$ cat src/rtl/core/cell_residency_manager_unit_macros.svh
// Assertion macros shared by the residency manager RTL.
`ifndef CELL_RESIDENCY_MANAGER_UNIT_MACROS_SVH
`define CELL_RESIDENCY_MANAGER_UNIT_MACROS_SVH
`ifndef ASSERT_OFF
// Property that must hold at every clock edge outside reset.
`define CRM_ASSERT(lbl, clk, rstn, prop, msg) \
    lbl: assert property (@(posedge clk) disable iff (!rstn) (prop)) else $error(msg);
// Property whose consequent must hold in the cycle after its antecedent.
`define CRM_ASSERT_NEXT(lbl, clk, rstn, ante, cons, msg) \
    lbl: assert property (@(posedge clk) disable iff (!rstn) (ante) |=> (cons)) \
        else $error(msg);
`else
`define CRM_ASSERT(lbl, clk, rstn, prop, msg)
`define CRM_ASSERT_NEXT(lbl, clk, rstn, ante, cons, msg)
`endif
`endif

$ cat src/rtl/core/crm_pkg.sv
// Package with the codes, types and constants of the residency manager.
package crm_pkg;
    localparam int TABLE_ENTRIES_DEF = 32;
    localparam int COORD_BITS_DEF    = 16;
    localparam int MAX_RESULTS       = 33;
    localparam int FIELD_W           = 16;
    localparam int SLOT_W            = 5;
    localparam int ACT_W             = 6;

    localparam logic CMD_UPDATE = 1'b0;
    localparam logic CMD_QUERY  = 1'b1;

    localparam logic [1:0] REG_ENABLE = 2'd0;
    localparam logic [1:0] REG_RADIUS = 2'd1;
    localparam logic [1:0] REG_UNLOAD = 2'd2;

    localparam logic [1:0] EV_NONE   = 2'd0;
    localparam logic [1:0] EV_LOAD   = 2'd1;
    localparam logic [1:0] EV_UNLOAD = 2'd2;
    localparam logic [1:0] EV_QUERY  = 2'd3;

    typedef enum logic [8:0] {
        S_IDLE    = 9'b000000001,
        S_LOOK    = 9'b000000010,
        S_QANS    = 9'b000000100,
        S_CAND    = 9'b000001000,
        S_LOAD_RD = 9'b000010000,
        S_LOAD    = 9'b000100000,
        S_SW_RD   = 9'b001000000,
        S_SW_CHK  = 9'b010000000,
        S_FINISH  = 9'b100000000
    } t_state;

    typedef struct packed {
        logic [1:0]         event_kind;
        logic [SLOT_W-1:0]  slot;
        logic [FIELD_W-1:0] event_x;
        logic [FIELD_W-1:0] event_y;
        logic [FIELD_W-1:0] event_z;
        logic               is_loaded;
        logic               slot_found;
        logic [ACT_W-1:0]   active_cells;
        logic               last;
    } t_result;
endpackage

$ cat src/rtl/core/crm_ifs.sv
// Channel interfaces of the residency manager: requests, results, configuration.
interface crm_cmd_if;
    logic        valid;
    logic        ready;
    logic        cmd;
    logic [15:0] cell_x;
    logic [15:0] cell_y;
    logic [15:0] cell_z;
    modport source (output valid, cmd, cell_x, cell_y, cell_z, input ready);
    modport sink   (input valid, cmd, cell_x, cell_y, cell_z, output ready);
endinterface

interface crm_res_if;
    logic        valid;
    logic        ready;
    logic [1:0]  event_kind;
    logic [4:0]  slot;
    logic [15:0] event_x;
    logic [15:0] event_y;
    logic [15:0] event_z;
    logic        is_loaded;
    logic        slot_found;
    logic [5:0]  active_cells;
    logic        last;
    modport source (output valid, event_kind, slot, event_x, event_y, event_z,
                    is_loaded, slot_found, active_cells, last, input ready);
    modport sink   (input valid, event_kind, slot, event_x, event_y, event_z,
                    is_loaded, slot_found, active_cells, last, output ready);
endinterface

interface crm_cfg_if;
    logic       valid;
    logic       ready;
    logic [1:0] index;
    logic [3:0] data;
    modport source (output valid, index, data, input ready);
    modport sink   (input valid, index, data, output ready);
endinterface

$ cat src/rtl/core/cell_residency_manager_unit.sv
// Cell residency manager: table of grid cells with load and unload sequencing.
//
// Requests arrive on i_cmd. A query request looks its cell up in the table
// (adding it when absent and room remains) and answers with one result. An
// update request gives the player's cell: the cube of half-width load_radius is
// scanned cell by cell, each cell searched in the table at one entry per clock
// through the coordinate memory's read port. The nearest non-resident cell is
// loaded, then the table is swept entry by entry, with a read state and a check
// state for each, and resident cells beyond unload_distance on any axis are
// unloaded. Results leave on o_res, the final one of each request flagged by
// last; an update with nothing to report gives one empty result.
// i_cmd is not ready while a request is at work. Configuration writes on i_cfg
// are taken at any time and must only be issued while idle.
// Reset empties the table, clears all resident flags and restores the register
// defaults at once; the coordinate memory itself is not cleared. When the
// result receiver stalls, the sequencer waits with its next result.
module cell_residency_manager_unit
    import crm_pkg::*;
#(
    parameter int TABLE_ENTRIES = TABLE_ENTRIES_DEF,
    parameter int COORD_BITS    = COORD_BITS_DEF
) (
    input  logic       i_clk,
    input  logic       i_rst_n,
    crm_cmd_if.sink    i_cmd,
    crm_res_if.source  o_res,
    crm_cfg_if.sink    i_cfg
);
    `include "cell_residency_manager_unit_macros.svh"

    localparam int AW = (TABLE_ENTRIES > 1) ? $clog2(TABLE_ENTRIES) : 1;
    localparam int CW = $clog2(TABLE_ENTRIES + 1);
    localparam int CB = COORD_BITS;

    typedef logic [CB-1:0] t_coord;

    // Field conversions between the 16-bit ports and internal coordinates.
    function automatic t_coord from_field(input logic [FIELD_W-1:0] f);
        logic [31:0] t;
        t = 32'(signed'(f));
        return t[CB-1:0];
    endfunction

    function automatic logic [FIELD_W-1:0] to_field(input t_coord c);
        logic [31:0] t;
        t = 32'(c);
        return t[FIELD_W-1:0];
    endfunction

    function automatic logic [SLOT_W-1:0] to_slot(input logic [AW-1:0] s);
        logic [31:0] t;
        t = 32'(s);
        return t[SLOT_W-1:0];
    endfunction

    function automatic t_coord add_off(input t_coord c, input logic signed [2:0] o);
        return c + {{(CB-3){o[2]}}, o};
    endfunction

    function automatic logic [2:0] mag3(input logic signed [2:0] o);
        return o[2] ? 3'(-o) : 3'(o);
    endfunction

    // Per-axis distance test on the full signed difference.
    function automatic logic beyond(input t_coord e, input t_coord p, input logic [3:0] lim);
        logic signed [CB:0] diff;
        logic [CB:0]        mag;
        diff = signed'({e[CB-1], e}) - signed'({p[CB-1], p});
        mag  = diff[CB] ? (CB+1)'(-diff) : (CB+1)'(diff);
        return mag > (CB+1)'(lim);
    endfunction

    // Configuration registers.
    logic       r_enable;
    logic [1:0] r_radius;
    logic [3:0] r_unload;

    assign i_cfg.ready = 1'b1;

    always_ff @(posedge i_clk) begin
        if (!i_rst_n) begin
            r_enable <= 1'b1;
            r_radius <= 2'd1;
            r_unload <= 4'd2;
        end else if (i_cfg.valid) begin
            unique case (i_cfg.index)
                REG_ENABLE: r_enable <= i_cfg.data[0];
                REG_RADIUS: r_radius <= i_cfg.data[1:0];
                REG_UNLOAD: r_unload <= i_cfg.data;
                default: ;
            endcase
        end
    end

    // Sequencer state and working registers.
    t_state            r_state;
    logic              r_cmd;
    t_coord            r_qx, r_qy, r_qz;
    t_coord            r_cx, r_cy, r_cz;
    logic signed [2:0] r_dx, r_dy, r_dz;
    logic              r_best_ok;
    logic [AW-1:0]     r_best;
    logic [3:0]        r_bestd;
    logic [CW-1:0]     r_idx;
    logic              r_pend;
    logic [AW-1:0]     r_pidx;
    logic [AW-1:0]     r_slot;
    logic              r_found;
    logic [CW-1:0]     r_entries;
    logic [TABLE_ENTRIES-1:0] r_res;
    logic [ACT_W-1:0]  r_active;
    logic [ACT_W-1:0]  r_nres;
    logic              r_stg_v;
    t_result           r_stg;
    logic              r_ov;
    t_result           r_out;

    // Coordinate memory, one row per entry, registered read.
    logic [3*CB-1:0] mem [TABLE_ENTRIES];
    logic [3*CB-1:0] r_rd;
    logic [AW-1:0]   rd_addr;
    logic            wr_en;
    t_coord          rd_x, rd_y, rd_z;

    assign rd_x = r_rd[3*CB-1:2*CB];
    assign rd_y = r_rd[2*CB-1:CB];
    assign rd_z = r_rd[CB-1:0];

    // The chosen entry stays addressed for as long as its load result waits.
    always_comb begin
        unique case (r_state) inside
            S_LOAD_RD, S_LOAD: rd_addr = r_best;
            default:           rd_addr = r_idx[AW-1:0];
        endcase
    end

    // The search resolves when the pending compare hits or all entries missed.
    logic hit, miss, out_free, done_dx, done_dy, done_dz;
    logic signed [2:0] rad_s, nx, ny, nz;
    logic [3:0] cand_d;
    t_result    res_new;
    t_result    fin_res;
    logic       produce;
    logic       stage_en;
    logic       n_ov;

    assign hit  = (r_state == S_LOOK) && r_pend &&
                  rd_x == r_cx && rd_y == r_cy && rd_z == r_cz;
    assign miss = (r_state == S_LOOK) && !r_pend && (r_idx >= r_entries);
    assign wr_en = miss && (r_entries < CW'(TABLE_ENTRIES));
    assign out_free = !r_ov || o_res.ready;

    always_ff @(posedge i_clk) begin
        if (wr_en) begin
            mem[r_entries[AW-1:0]] <= {r_cx, r_cy, r_cz};
        end
        r_rd <= mem[rd_addr];
    end

    // Next scan offsets in x, then y, then z order.
    assign rad_s   = signed'({1'b0, r_radius});
    assign done_dx = (r_dx >= rad_s);
    assign done_dy = (r_dy >= rad_s);
    assign done_dz = (r_dz >= rad_s);
    assign nx = done_dx ? -rad_s : r_dx + 3'sd1;
    assign ny = done_dx ? (done_dy ? -rad_s : r_dy + 3'sd1) : r_dy;
    assign nz = (done_dx && done_dy) ? r_dz + 3'sd1 : r_dz;
    assign cand_d = 4'(mag3(r_dx)) + 4'(mag3(r_dy)) + 4'(mag3(r_dz));

    // Result built in the current state, if any.
    always_comb begin
        res_new = '0;
        produce = 1'b0;
        unique case (r_state)
            S_QANS: begin
                produce            = 1'b1;
                res_new.event_kind = EV_QUERY;
                res_new.slot       = r_found ? to_slot(r_slot) : '0;
                res_new.event_x    = to_field(r_qx);
                res_new.event_y    = to_field(r_qy);
                res_new.event_z    = to_field(r_qz);
                res_new.is_loaded  = r_found && r_res[r_slot];
                res_new.slot_found = r_found;
                res_new.active_cells = r_active;
            end
            S_LOAD: begin
                produce            = 1'b1;
                res_new.event_kind = EV_LOAD;
                res_new.slot       = to_slot(r_best);
                res_new.event_x    = to_field(rd_x);
                res_new.event_y    = to_field(rd_y);
                res_new.event_z    = to_field(rd_z);
                res_new.is_loaded  = 1'b1;
                res_new.slot_found = 1'b1;
                res_new.active_cells = r_active + 1'b1;
            end
            S_SW_CHK: begin
                produce = r_res[r_idx[AW-1:0]] &&
                          !(r_best_ok && r_best == r_idx[AW-1:0]) &&
                          (beyond(rd_x, r_qx, r_unload) || beyond(rd_y, r_qy, r_unload) ||
                           beyond(rd_z, r_qz, r_unload));
                res_new.event_kind = EV_UNLOAD;
                res_new.slot       = to_slot(r_idx[AW-1:0]);
                res_new.event_x    = to_field(rd_x);
                res_new.event_y    = to_field(rd_y);
                res_new.event_z    = to_field(rd_z);
                res_new.slot_found = 1'b1;
                res_new.active_cells = r_active - 1'b1;
            end
            default: ;
        endcase
    end

    // Final result of a request: the staged one, or an empty one.
    always_comb begin
        if (r_stg_v) begin
            fin_res = r_stg;
        end else begin
            fin_res              = '0;
            fin_res.active_cells = r_active;
        end
        fin_res.last = 1'b1;
    end

    // A result is staged while under the cap; the output register fills or drains.
    assign stage_en = produce && out_free && (r_nres < ACT_W'(MAX_RESULTS));
    assign n_ov     = (stage_en && r_stg_v) || ((r_state == S_FINISH) && out_free) ||
                      (r_ov && !o_res.ready);

    assign i_cmd.ready = (r_state == S_IDLE);

    // Main sequencer.
    always_ff @(posedge i_clk) begin
        if (!i_rst_n) begin
            r_state   <= S_IDLE;
            r_entries <= '0;
            r_res     <= '0;
            r_active  <= '0;
            r_nres    <= '0;
            r_stg_v   <= 1'b0;
            r_ov      <= 1'b0;
            r_pend    <= 1'b0;
            r_best_ok <= 1'b0;
        end else begin
            r_ov <= n_ov;

            // A new result retires the staged one to the output register.
            if (stage_en) begin
                r_nres  <= r_nres + 1'b1;
                r_stg   <= res_new;
                r_stg_v <= 1'b1;
                if (r_stg_v) begin
                    r_out <= r_stg;
                end
            end

            unique case (r_state)
                S_IDLE: begin
                    if (i_cmd.valid) begin
                        r_cmd     <= i_cmd.cmd;
                        r_qx      <= from_field(i_cmd.cell_x);
                        r_qy      <= from_field(i_cmd.cell_y);
                        r_qz      <= from_field(i_cmd.cell_z);
                        r_idx     <= '0;
                        r_pend    <= 1'b0;
                        r_best_ok <= 1'b0;
                        r_dx      <= -rad_s;
                        r_dy      <= -rad_s;
                        r_dz      <= -rad_s;
                        if (i_cmd.cmd == CMD_QUERY) begin
                            r_cx    <= from_field(i_cmd.cell_x);
                            r_cy    <= from_field(i_cmd.cell_y);
                            r_cz    <= from_field(i_cmd.cell_z);
                            r_state <= S_LOOK;
                        end else if (r_enable) begin
                            r_cx    <= add_off(from_field(i_cmd.cell_x), -rad_s);
                            r_cy    <= add_off(from_field(i_cmd.cell_y), -rad_s);
                            r_cz    <= add_off(from_field(i_cmd.cell_z), -rad_s);
                            r_state <= S_LOOK;
                        end else begin
                            r_state <= S_FINISH;
                        end
                    end
                end
                S_LOOK: begin
                    r_pend <= (r_idx < r_entries);
                    r_pidx <= r_idx[AW-1:0];
                    if (r_idx < r_entries) begin
                        r_idx <= r_idx + 1'b1;
                    end
                    if (hit || miss) begin
                        r_state <= (r_cmd == CMD_QUERY) ? S_QANS : S_CAND;
                    end
                    if (hit) begin
                        r_slot  <= r_pidx;
                        r_found <= 1'b1;
                    end else if (wr_en) begin
                        r_slot    <= r_entries[AW-1:0];
                        r_found   <= 1'b1;
                        r_res[r_entries[AW-1:0]] <= 1'b0;
                        r_entries <= r_entries + 1'b1;
                    end else if (miss) begin
                        r_found <= 1'b0;
                    end
                end
                S_QANS: begin
                    if (out_free) begin
                        r_state <= S_FINISH;
                    end
                end
                S_CAND: begin
                    if (r_found && !r_res[r_slot] && (!r_best_ok || cand_d < r_bestd)) begin
                        r_best_ok <= 1'b1;
                        r_best    <= r_slot;
                        r_bestd   <= cand_d;
                    end
                    r_idx  <= '0;
                    r_pend <= 1'b0;
                    if (done_dx && done_dy && done_dz) begin
                        r_state <= S_LOAD_RD;
                    end else begin
                        r_dx    <= nx;
                        r_dy    <= ny;
                        r_dz    <= nz;
                        r_cx    <= add_off(r_qx, nx);
                        r_cy    <= add_off(r_qy, ny);
                        r_cz    <= add_off(r_qz, nz);
                        r_state <= S_LOOK;
                    end
                end
                S_LOAD_RD: begin
                    r_idx   <= '0;
                    r_state <= r_best_ok ? S_LOAD : S_SW_RD;
                end
                S_LOAD: begin
                    if (out_free) begin
                        r_res[r_best] <= 1'b1;
                        r_active      <= r_active + 1'b1;
                        r_state       <= S_SW_RD;
                    end
                end
                S_SW_RD: begin
                    r_state <= (r_idx >= r_entries) ? S_FINISH : S_SW_CHK;
                end
                S_SW_CHK: begin
                    if (out_free) begin
                        if (produce) begin
                            r_res[r_idx[AW-1:0]] <= 1'b0;
                            r_active <= r_active - 1'b1;
                        end
                        r_idx   <= r_idx + 1'b1;
                        r_state <= S_SW_RD;
                    end
                end
                S_FINISH: begin
                    if (out_free) begin
                        r_out   <= fin_res;
                        r_stg_v <= 1'b0;
                        r_nres  <= '0;
                        r_state <= S_IDLE;
                    end
                end
                default: r_state <= S_IDLE;
            endcase
        end
    end

    // Result port.
    assign o_res.valid        = r_ov;
    assign o_res.event_kind   = r_out.event_kind;
    assign o_res.slot         = r_out.slot;
    assign o_res.event_x      = r_out.event_x;
    assign o_res.event_y      = r_out.event_y;
    assign o_res.event_z      = r_out.event_z;
    assign o_res.is_loaded    = r_out.is_loaded;
    assign o_res.slot_found   = r_out.slot_found;
    assign o_res.active_cells = r_out.active_cells;
    assign o_res.last         = r_out.last;

    // Consistency checks on the sequencer.
    `CRM_ASSERT(a_active_le_entries, i_clk, i_rst_n, r_active <= ACT_W'(r_entries), "more resident cells than entries")
    `CRM_ASSERT(a_nres_cap, i_clk, i_rst_n, r_nres <= ACT_W'(MAX_RESULTS), "result count past its cap")
    `CRM_ASSERT(a_load_has_best, i_clk, i_rst_n, (r_state != S_LOAD) || r_best_ok, "load without a candidate")
    `CRM_ASSERT_NEXT(a_finish_last, i_clk, i_rst_n, (r_state == S_FINISH) && out_free, r_ov && r_out.last && !r_stg_v, "request closed without a final result")
endmodule
$ cat src/flat_wrapper.sv
// flat-port wrapper written by rule: the top's interface ports become plain ports
module cell_residency_manager_unit_flat import crm_pkg::*;
#(
    parameter int TABLE_ENTRIES = TABLE_ENTRIES_DEF,
    parameter int COORD_BITS    = COORD_BITS_DEF
)
  (i_clk, i_rst_n, i_cmd_valid, i_cmd_cmd, i_cmd_cell_x, i_cmd_cell_y, i_cmd_cell_z, i_cmd_ready, o_res_valid, o_res_event_kind, o_res_slot, o_res_event_x, o_res_event_y, o_res_event_z, o_res_is_loaded, o_res_slot_found, o_res_active_cells, o_res_last, o_res_ready, i_cfg_valid, i_cfg_index, i_cfg_data, i_cfg_ready);
  crm_cmd_if i_cmd_i ();
  crm_res_if o_res_i ();
  crm_cfg_if i_cfg_i ();
  input  logic i_clk;
  input  logic i_rst_n;
  input wire logic [$bits(i_cmd_i.valid)-1:0] i_cmd_valid;
  input wire logic [$bits(i_cmd_i.cmd)-1:0] i_cmd_cmd;
  input wire logic [$bits(i_cmd_i.cell_x)-1:0] i_cmd_cell_x;
  input wire logic [$bits(i_cmd_i.cell_y)-1:0] i_cmd_cell_y;
  input wire logic [$bits(i_cmd_i.cell_z)-1:0] i_cmd_cell_z;
  output wire logic [$bits(i_cmd_i.ready)-1:0] i_cmd_ready;
  output wire logic [$bits(o_res_i.valid)-1:0] o_res_valid;
  output wire logic [$bits(o_res_i.event_kind)-1:0] o_res_event_kind;
  output wire logic [$bits(o_res_i.slot)-1:0] o_res_slot;
  output wire logic [$bits(o_res_i.event_x)-1:0] o_res_event_x;
  output wire logic [$bits(o_res_i.event_y)-1:0] o_res_event_y;
  output wire logic [$bits(o_res_i.event_z)-1:0] o_res_event_z;
  output wire logic [$bits(o_res_i.is_loaded)-1:0] o_res_is_loaded;
  output wire logic [$bits(o_res_i.slot_found)-1:0] o_res_slot_found;
  output wire logic [$bits(o_res_i.active_cells)-1:0] o_res_active_cells;
  output wire logic [$bits(o_res_i.last)-1:0] o_res_last;
  input wire logic [$bits(o_res_i.ready)-1:0] o_res_ready;
  input wire logic [$bits(i_cfg_i.valid)-1:0] i_cfg_valid;
  input wire logic [$bits(i_cfg_i.index)-1:0] i_cfg_index;
  input wire logic [$bits(i_cfg_i.data)-1:0] i_cfg_data;
  output wire logic [$bits(i_cfg_i.ready)-1:0] i_cfg_ready;
  assign i_cmd_i.valid = i_cmd_valid;
  assign i_cmd_i.cmd = i_cmd_cmd;
  assign i_cmd_i.cell_x = i_cmd_cell_x;
  assign i_cmd_i.cell_y = i_cmd_cell_y;
  assign i_cmd_i.cell_z = i_cmd_cell_z;
  assign i_cmd_ready = i_cmd_i.ready;
  assign o_res_valid = o_res_i.valid;
  assign o_res_event_kind = o_res_i.event_kind;
  assign o_res_slot = o_res_i.slot;
  assign o_res_event_x = o_res_i.event_x;
  assign o_res_event_y = o_res_i.event_y;
  assign o_res_event_z = o_res_i.event_z;
  assign o_res_is_loaded = o_res_i.is_loaded;
  assign o_res_slot_found = o_res_i.slot_found;
  assign o_res_active_cells = o_res_i.active_cells;
  assign o_res_last = o_res_i.last;
  assign o_res_i.ready = o_res_ready;
  assign i_cfg_i.valid = i_cfg_valid;
  assign i_cfg_i.index = i_cfg_index;
  assign i_cfg_i.data = i_cfg_data;
  assign i_cfg_ready = i_cfg_i.ready;
  cell_residency_manager_unit #(.TABLE_ENTRIES(TABLE_ENTRIES), .COORD_BITS(COORD_BITS)) u_core (.i_clk(i_clk), .i_rst_n(i_rst_n), .i_cmd(i_cmd_i), .o_res(o_res_i), .i_cfg(i_cfg_i));
endmodule
$ cat config.mk
export PLATFORM = sky130hd
export DESIGN_NAME = cell_residency_manager_unit_flat
export DESIGN_NICKNAME = d
export VERILOG_FILES = /design/src/rtl/core/crm_pkg.sv /design/src/rtl/core/crm_ifs.sv /design/src/rtl/core/cell_residency_manager_unit.sv /design/src/flat_wrapper.sv
export VERILOG_INCLUDE_DIRS = /design/src /design/src/rtl/core
export SDC_FILE = /design/constraint.sdc
export NUM_CORES = 2
export LEC_CHECK = 0
export ABC_AREA = 0
export BUFFER_PORTS_ARGS = -buffer_cell sky130_fd_sc_hd__buf_4
export CORE_MARGIN = 4
export CORE_UTILIZATION = 39
export DETAILED_ROUTE_END_ITERATION = 10
export PLACE_DENSITY = 0.6
export SYNTH_ARGS = -nofsm -noshare
export SYNTH_HDL_FRONTEND = slang
export SYNTH_SLANG_ARGS = --single-unit
$ cat constraint.sdc
create_clock -name i_clk -period 13.35 [get_ports i_clk]
set_clock_uncertainty 0.15 [all_clocks]
set_input_delay 1.335 -clock i_clk [delete_from_list [all_inputs] [get_ports i_clk]]
set_output_delay 1.335 -clock i_clk [all_outputs]
set_load 0.005 [all_outputs]
### After elaboration in Yosys (flattened, before gate mapping)

Memory sizes are Yosys's and may differ from the RTL's. A register that Yosys moved wholly into a read port is not among the register bits.
Cells that the tools add are included.

| word-level totals | value |
|---|---|
| memory bits (writable) | 1536 |
| memory bits (read-only) | 0 |
| output and inout bits | 67 |
| input port bits | 60 |
| word-level logic and storage cells | 286 |
| memories | 1 |
| flip-flop bits (word level) | 329 |
| latch bits | 0 |

| operators by class | value |
|---|---|
| $add $sub $neg | 26 |
| $mul | 0 |
| equal/unequal tests | 29 |
| shift operators | 0 |
| div/mod/pow operators | 0 |
| bitwise gates (word level) | 6 |
| order comparisons | 18 |
| multiplexer cells | 94 |
| reductions and logical operators | 67 |

Memories:

| name | depth | bits a word | read ports | clocked after Yosys merged registers in | wr ports | line | RTL |
|---|---|---|---|---|---|---|---|
| u_core.mem | 32 | 48 | 1 | 1 | 1 | cell_residency_manager_unit.sv:119 | `logic [3*CB-1:0] mem [TABLE_ENTRIES];` |

Operator list:

| cell | count |
|---|---|
| two-way mux 64 bit | 5 |
| two-way mux 16 bit | 12 |
| case mux 55 bit (3 select lines) | 1 |
| two-way mux 32 bit | 5 |
| adder 16 bit | 6 |
| case mux 16 bit (2 select lines) | 3 |
| case mux 32 bit (3 select lines) | 1 |
| two-way mux 9 bit | 8 |
| case mux 9 bit (8 select lines) | 1 |
| AND 32 bit | 2 |
| inverter 32 bit | 2 |
| two-way mux 6 bit | 9 |
| greater-than comparator 17 x 4 -> 1 bit | 3 |
| two-way mux 17 bit | 3 |
| negator 17 bit | 3 |
| subtractor 16 x 16 -> 17 bit | 3 |
| == test 16 bit | 3 |
| two-way mux 3 bit | 11 |
| bitwise OR 32 bit | 1 |
| two-way mux 5 bit | 5 |
| adder 6 x 1 -> 6 bit, second input constant | 4 |
| less-than comparator 5 x 6 -> 1 bit, second input constant | 4 |
| case mux 6 bit (4 select lines) | 1 |
| logical AND 1 bit | 23 |
| 50 further kinds | 121 |

### Logic depth before layout (Yosys ltp)

| logic depth | value |
|---|---|
| word-level depth | 13 |
| depth in mapped cells | 27 |
| mapped depth without buffers | 24 |

### Least setup slack after synthesis

Ideal clock, no wire load.

| timing | value |
|---|---|
| path kind | flip-flop to flip-flop |
| start | register u_core.r_qy[0] |
| end | register u_core.r_stg[10] (netlist bit), enable pin |
| setup slack | 5863 ps |
| buffers on the path | 1 |
| required time | 12716 ps |
| library setup time | 484 ps |
| cell stages (with the launch flop) | 24 |
| period minus slack after synthesis | 7487 ps |
| arrival time | 6853 ps |
| cells stage by stage | edfxtp_1 ha_1 fa_1 nand2b_1 a211oi_1 o21ai_1 o211ai_1 a311oi_2 nor2_1 nor2_1 xnor2_1 ha_1 o21a_1 o21a_1 o21ai_0 nand3_1 a21oi_1 o2111ai_1 a221o_1 nor4_1 a31oi_1 nor2_2 buf_4 nor2_1 |

| between the ends | value |
|---|---|
| cells in the longest elaborated chain, start to end | 11 |

RTL lines:

| element | line | RTL |
|---|---|---|
| from (decl) | cell_residency_manager_unit.sv:98 | `t_coord r_qx, r_qy, r_qz;` |
| from (signal assigned) | cell_residency_manager_unit.sv:262 | `r_qy <= from_field(i_cmd.cell_y);` |
| subtractor 16 x 16 -> 17 bit * | cell_residency_manager_unit.sv:68 | `diff = signed'({e[CB-1], e}) - signed'({p[CB-1], p});` |
| negator 17 bit | cell_residency_manager_unit.sv:69 | `mag = diff[CB] ? (CB+1)'(-diff) : (CB+1)'(diff);` |
| two-way mux 17 bit * | cell_residency_manager_unit.sv:69 |  |
| greater-than comparator 17 x 4 -> 1 bit * | cell_residency_manager_unit.sv:70 | `return mag > (CB+1)'(lim);` |
| logical OR 1 bit * (2 in series) | cell_residency_manager_unit.sv:200 | `(beyond(rd_x, r_qx, r_unload) \|\| beyond(rd_y, r_qy, r_unload) \|\|` |
| logical AND 1 bit * | cell_residency_manager_unit.sv:199 | `!(r_best_ok && r_best == r_idx[AW-1:0]) &&` |
| case mux 1 bit (2 select lines) * | cell_residency_manager_unit.sv:174 | `unique case (r_state)` |
| logical AND 1 bit * (2 in series) | cell_residency_manager_unit.sv:226 | `assign stage_en = produce && out_free && (r_nres < ACT_W'(MAX_RESULTS));` |
| AND reduction 2 bit (no source line) * | -- |  |
| to (signal assigned) | cell_residency_manager_unit.sv:250 | `r_stg <= res_new;` |
| to (decl) | cell_residency_manager_unit.sv:114 | `t_result r_stg;` |

Mark *: on every way between the ends. The rest lies on a longest branch, timed or not.
A chain may end at the register's enable or synchronous reset.

### Worst setup path in the final report

| timing | value |
|---|---|
| start | register u_core.r_qy[0] |
| end | register u_core.r_res[4] |

| between the ends | value |
|---|---|
| cells in the longest elaborated chain, start to end | 10 |

RTL lines:

| element | line | RTL |
|---|---|---|
| subtractor 16 x 16 -> 17 bit * | cell_residency_manager_unit.sv:68 |  |
| negator 17 bit | cell_residency_manager_unit.sv:69 |  |
| two-way mux 17 bit * | cell_residency_manager_unit.sv:69 |  |
| greater-than comparator 17 x 4 -> 1 bit * | cell_residency_manager_unit.sv:70 |  |
| logical OR 1 bit * (2 in series) | cell_residency_manager_unit.sv:200 |  |
| logical AND 1 bit * | cell_residency_manager_unit.sv:199 |  |
| case mux 1 bit (2 select lines) * | cell_residency_manager_unit.sv:174 |  |
| inequality test 2 x 1 -> 1 bit (no source line) * | -- |  |
| AND reduction 6 bit (no source line) * | -- |  |
| to (signal assigned) | cell_residency_manager_unit.sv:237 | `r_res <= '0;` |
| to (signal, indexed assignment) | cell_residency_manager_unit.sv:300 | `r_res[r_entries[AW-1:0]] <= 1'b0;` |
| to (signal, indexed assignment) | cell_residency_manager_unit.sv:337 | `r_res[r_best] <= 1'b1;` |
| to (decl) | cell_residency_manager_unit.sv:110 | `logic [TABLE_ENTRIES-1:0] r_res;` |

Marks and branches as above.

==> flow_summary_export.csv <==
group,metric,value,unit
placed_design,post-place-cells,8275,
clocking,holdBufCountCts,0,
synth,synth_compound_area_frac,0.0673,
setup_path,path_cells,"ha_1, fa_1, nand2b_1, a211oi_1, o21ai_1, o211ai_1, a311oi_2, nor2_1, nor2_1, xnor2_1, ha_1, o21a_1, o21a_1, o21ai_0, nand3_1, a21oi_1, o2111ai_1, a221o_1, nor4_1, nand3_2, or3_1, a41oi_1, nor3_1",
final_layout,seqCellArea,56300,um2
clocking,postCtsResizedCells,0,
synth,synthMuxAreaShare,0.114,
sta,fin_tns_setup,0,ns
sta,fmax,137,MHz
detailed_routing,antenna_left,0,
sta,tightestPinTransition,1.33,ns
setup_path,critPathSlowestCell,"or3_1",
detailed_routing,firstDrtPassIters,5,
clocking,cts_tree,"done",
synth,ys_ff_latch,1913,
synth,synth_area_per_cell,15.4,um2
final_layout,final_common_cell,"edfxtp_1",
setup_path,crit_fanout,31,
pwr,pwr_density_cell,172,nW/um2
sta,report.final.slew_viol_count,0,
global_routing,first_global_vias,49100,
final_layout,syn_to_final_growth,12.7,%
final_layout,final_cells,8628,
final_layout,nNetsFinal,5888,
synth,synth_largest_area_cell,"edfxtp_1",
floorplanning,die_x,473,um
detailed_routing,wl_per_cell,27.2,um
synth,synth_cell_types,113,
setup_path,path_delay_family,"simple AND/OR/NAND/NOR gates",
pwr,vdd.ir_drop.worst,0.108,mV
global_routing,grt_pass1_wl,341,mm
clocking,cts_buffers,188,
placed_design,io_buffers,125,
synth,synth_top_family_by_area,"multiplexers",
synth,synth-xor-area-share,0.0190,
global_routing,grt_overflow,0,
placed_design,globalplace.congestion,0.912,
setup_path,slowest_delay,0.93,ns
detailed_routing,viasPerCell,5.78,
setup_path,critical_path_required,13.88,ns
synth,synth_fp_nets,5731,
floorplanning,fp-row-count,170,
clocking,clock_sink_count,1913,
detailed_routing,drc,0,
clocking,post_cts_buffers,0,
sta,rsz0062_at_grt,"no",
synth,synth_fa_ha_area_frac,0.0310,
detailed_routing,dr.first_iter.drc_count,5647,
setup_path,end_kind,"flop",
synth,ys_top_cells_by_area,"edfxtp_1, mux4_2, dfxtp_1",
final_layout,multi_input_area,26500,um2
synth,synth-simple-area-share,0.0783,
floorplanning,dieArea,223000,um2
detailed_routing,vias,49900,
final_layout,layout-drive-gt1-share,0.177,
synth,yosys.area.top_type_share,0.640,
clocking,clk_latency,0.84,ns
sta,fin_crit_sh,0.548,
synth,yosys_warnings,0,
placed_design,hpwl,142,mm
setup_path,setup.worst_path.start_class,"flop",
clocking,cts_buffer_depth,3,
global_routing,grt_max_degree,90,
detailed_routing,wl,235,mm
synth,netlist_instances,5470,
worst_hold_path,hp-start,"u_core.r_cmd",
status,status,"finished clean",
setup_path,worstReg2RegStart,"u_core.r_qy[0]",
global_routing,antenna_found_initial,9,
final_layout,final_cell_mix,"edfxtp_1, nand2_1, mux4_2",
pwr,leakage,31.7,nW
setup_path,arrival,7.85,ns
synth,syn_area,84200,um2
setup_path,critPathLaunch,"u_core.r_qy[0]",
final_layout,fill_cells,18700,
sta,relSlewSlack,0.115,
pwr,p_total,16.3,mW
sta,hold_violations,0,
sta,setup_viol,0,
clocking,htree_levels,4,
synth,synth-async-reset-ratio,0,
clocking,cts_root_buf,"clkbuf_16",
global_routing,grt.total_usage,0.207,
floorplanning,dieHeight,473,um
job,max_cap_viol_count,0,
sta,fin_crit,7.32,ns
clocking,clkTransAtPathRegs,0.06,ns
synth,synth-edff-count,1795,
setup_path,cp.buffers_inverters,0,
final_layout,final_core_util,0.442,
sta,hold_slack,0.312,ns
synth,synth_seq_area_share,0.668,
synth,synthFlopType,"edfxtp_1",
floorplanning,core_region_area,215000,um2
worst_hold_path,hold_path.class,"flop to flop",
floorplanning,io_pins,127,
setup_path,crit_type,"flop to flop",
floorplanning,start_util,0.392,
## kinds of logic after synthesis
| kind of cell | Yosys count |
|---|---|
| multiplexers | 457 |
| XOR/XNOR | 180 |
| AND/OR/NAND/NOR | 1454 |
| adder cells (fa/ha/maj) | 201 |
| other | 1 |
| flip-flops | 1913 |
| buffers and inverters | 426 |
| AO/OA/AOI/OAI | 838 |
## stage by stage
step	area (um2)	worst slack, ns
after floorplan	84200	5.86
after global placement	88700	6.27
after detailed placement	88700	6.21
after CTS	94900	6.15
after global routing	94900	5.52
final	94900	6.03
## cell usage after synthesis, types with 8 or more instances
library cell,instances
a211o_1,8
a211oi_1,54
a21o_1,42
a21oi_1,217
a22o_1,59
a31oi_1,14
a41oi_1,31
and2_1,26
and3_1,20
buf_1,28
buf_2,88
buf_6,9
clkbuf_1,143
dfxtp_1,118
edfxtp_1,1795
fa_1,13
ha_1,188
inv_1,150
mux2_2,13
mux2i_1,39
mux4_2,403
nand2_1,627
nand2b_1,21
nand3_1,285
nand4_1,26
nor2_1,248
nor2b_1,21
nor3_1,81
nor3b_1,18
nor4_1,12
o211ai_1,14
o21a_1,33
o21ai_0,191
o21ai_1,11
o21bai_1,33
o22ai_1,11
o31ai_1,11
or3_1,14
or4_1,8
xnor2_1,122
xor2_1,56
## routing by layer
metal	vias up	track usage	wire length, um
met5	-	0	0
met2	1932	0.340	113000
met4	0	0.0641	6780
met3	333	0.0274	16000
li1	21700	-	-
met1	26000	0.287	99200
## report_power, final
part / leakage (nW) / internal [mW] / switching (mW)
combinational: 11.6 / 1.43 / 2.22
clock: 3.01 / 3.03 / 2.28
sequential: 17.1 / 6.94 / 0.408
## flip-flops by register name, summed over array words and instances (netlist names), 9 cells and up, named ones only
register	cells
u_core.mem	1536
u_core.o_res.event_x	16
u_core.o_res.event_y	16
u_core.o_res.event_z	16
u_core.r_cx	16
u_core.r_cy	16
u_core.r_cz	16
u_core.r_qx	16
u_core.r_qy	16
u_core.r_qz	16
u_core.r_rd	48
u_core.r_res	32
u_core.r_state	9
u_core.r_stg	63
## cell type report
type,instances,share of cell area
sequential,1913,0.593
multi-input combinational,3131,0.279
clock buffer,253,0.0549
tap,2838,0.0374
timing repair buffer,241,0.0195
clock inverter,90,0.00986
inverter,152,0.00601
antenna,10,0.000264
## final timing paths
kind,end,slack [ns],cells past startpoint
hold reg to reg,u_core.r_state[3],0.31,1
setup reg to reg,u_core.r_res[4],6.03,23
setup / recovery,u_core.r_res[4],6.03,23
hold / removal,u_core.r_state[3],0.31,1
No activity file was read; power rests on OpenSTA's default activity.
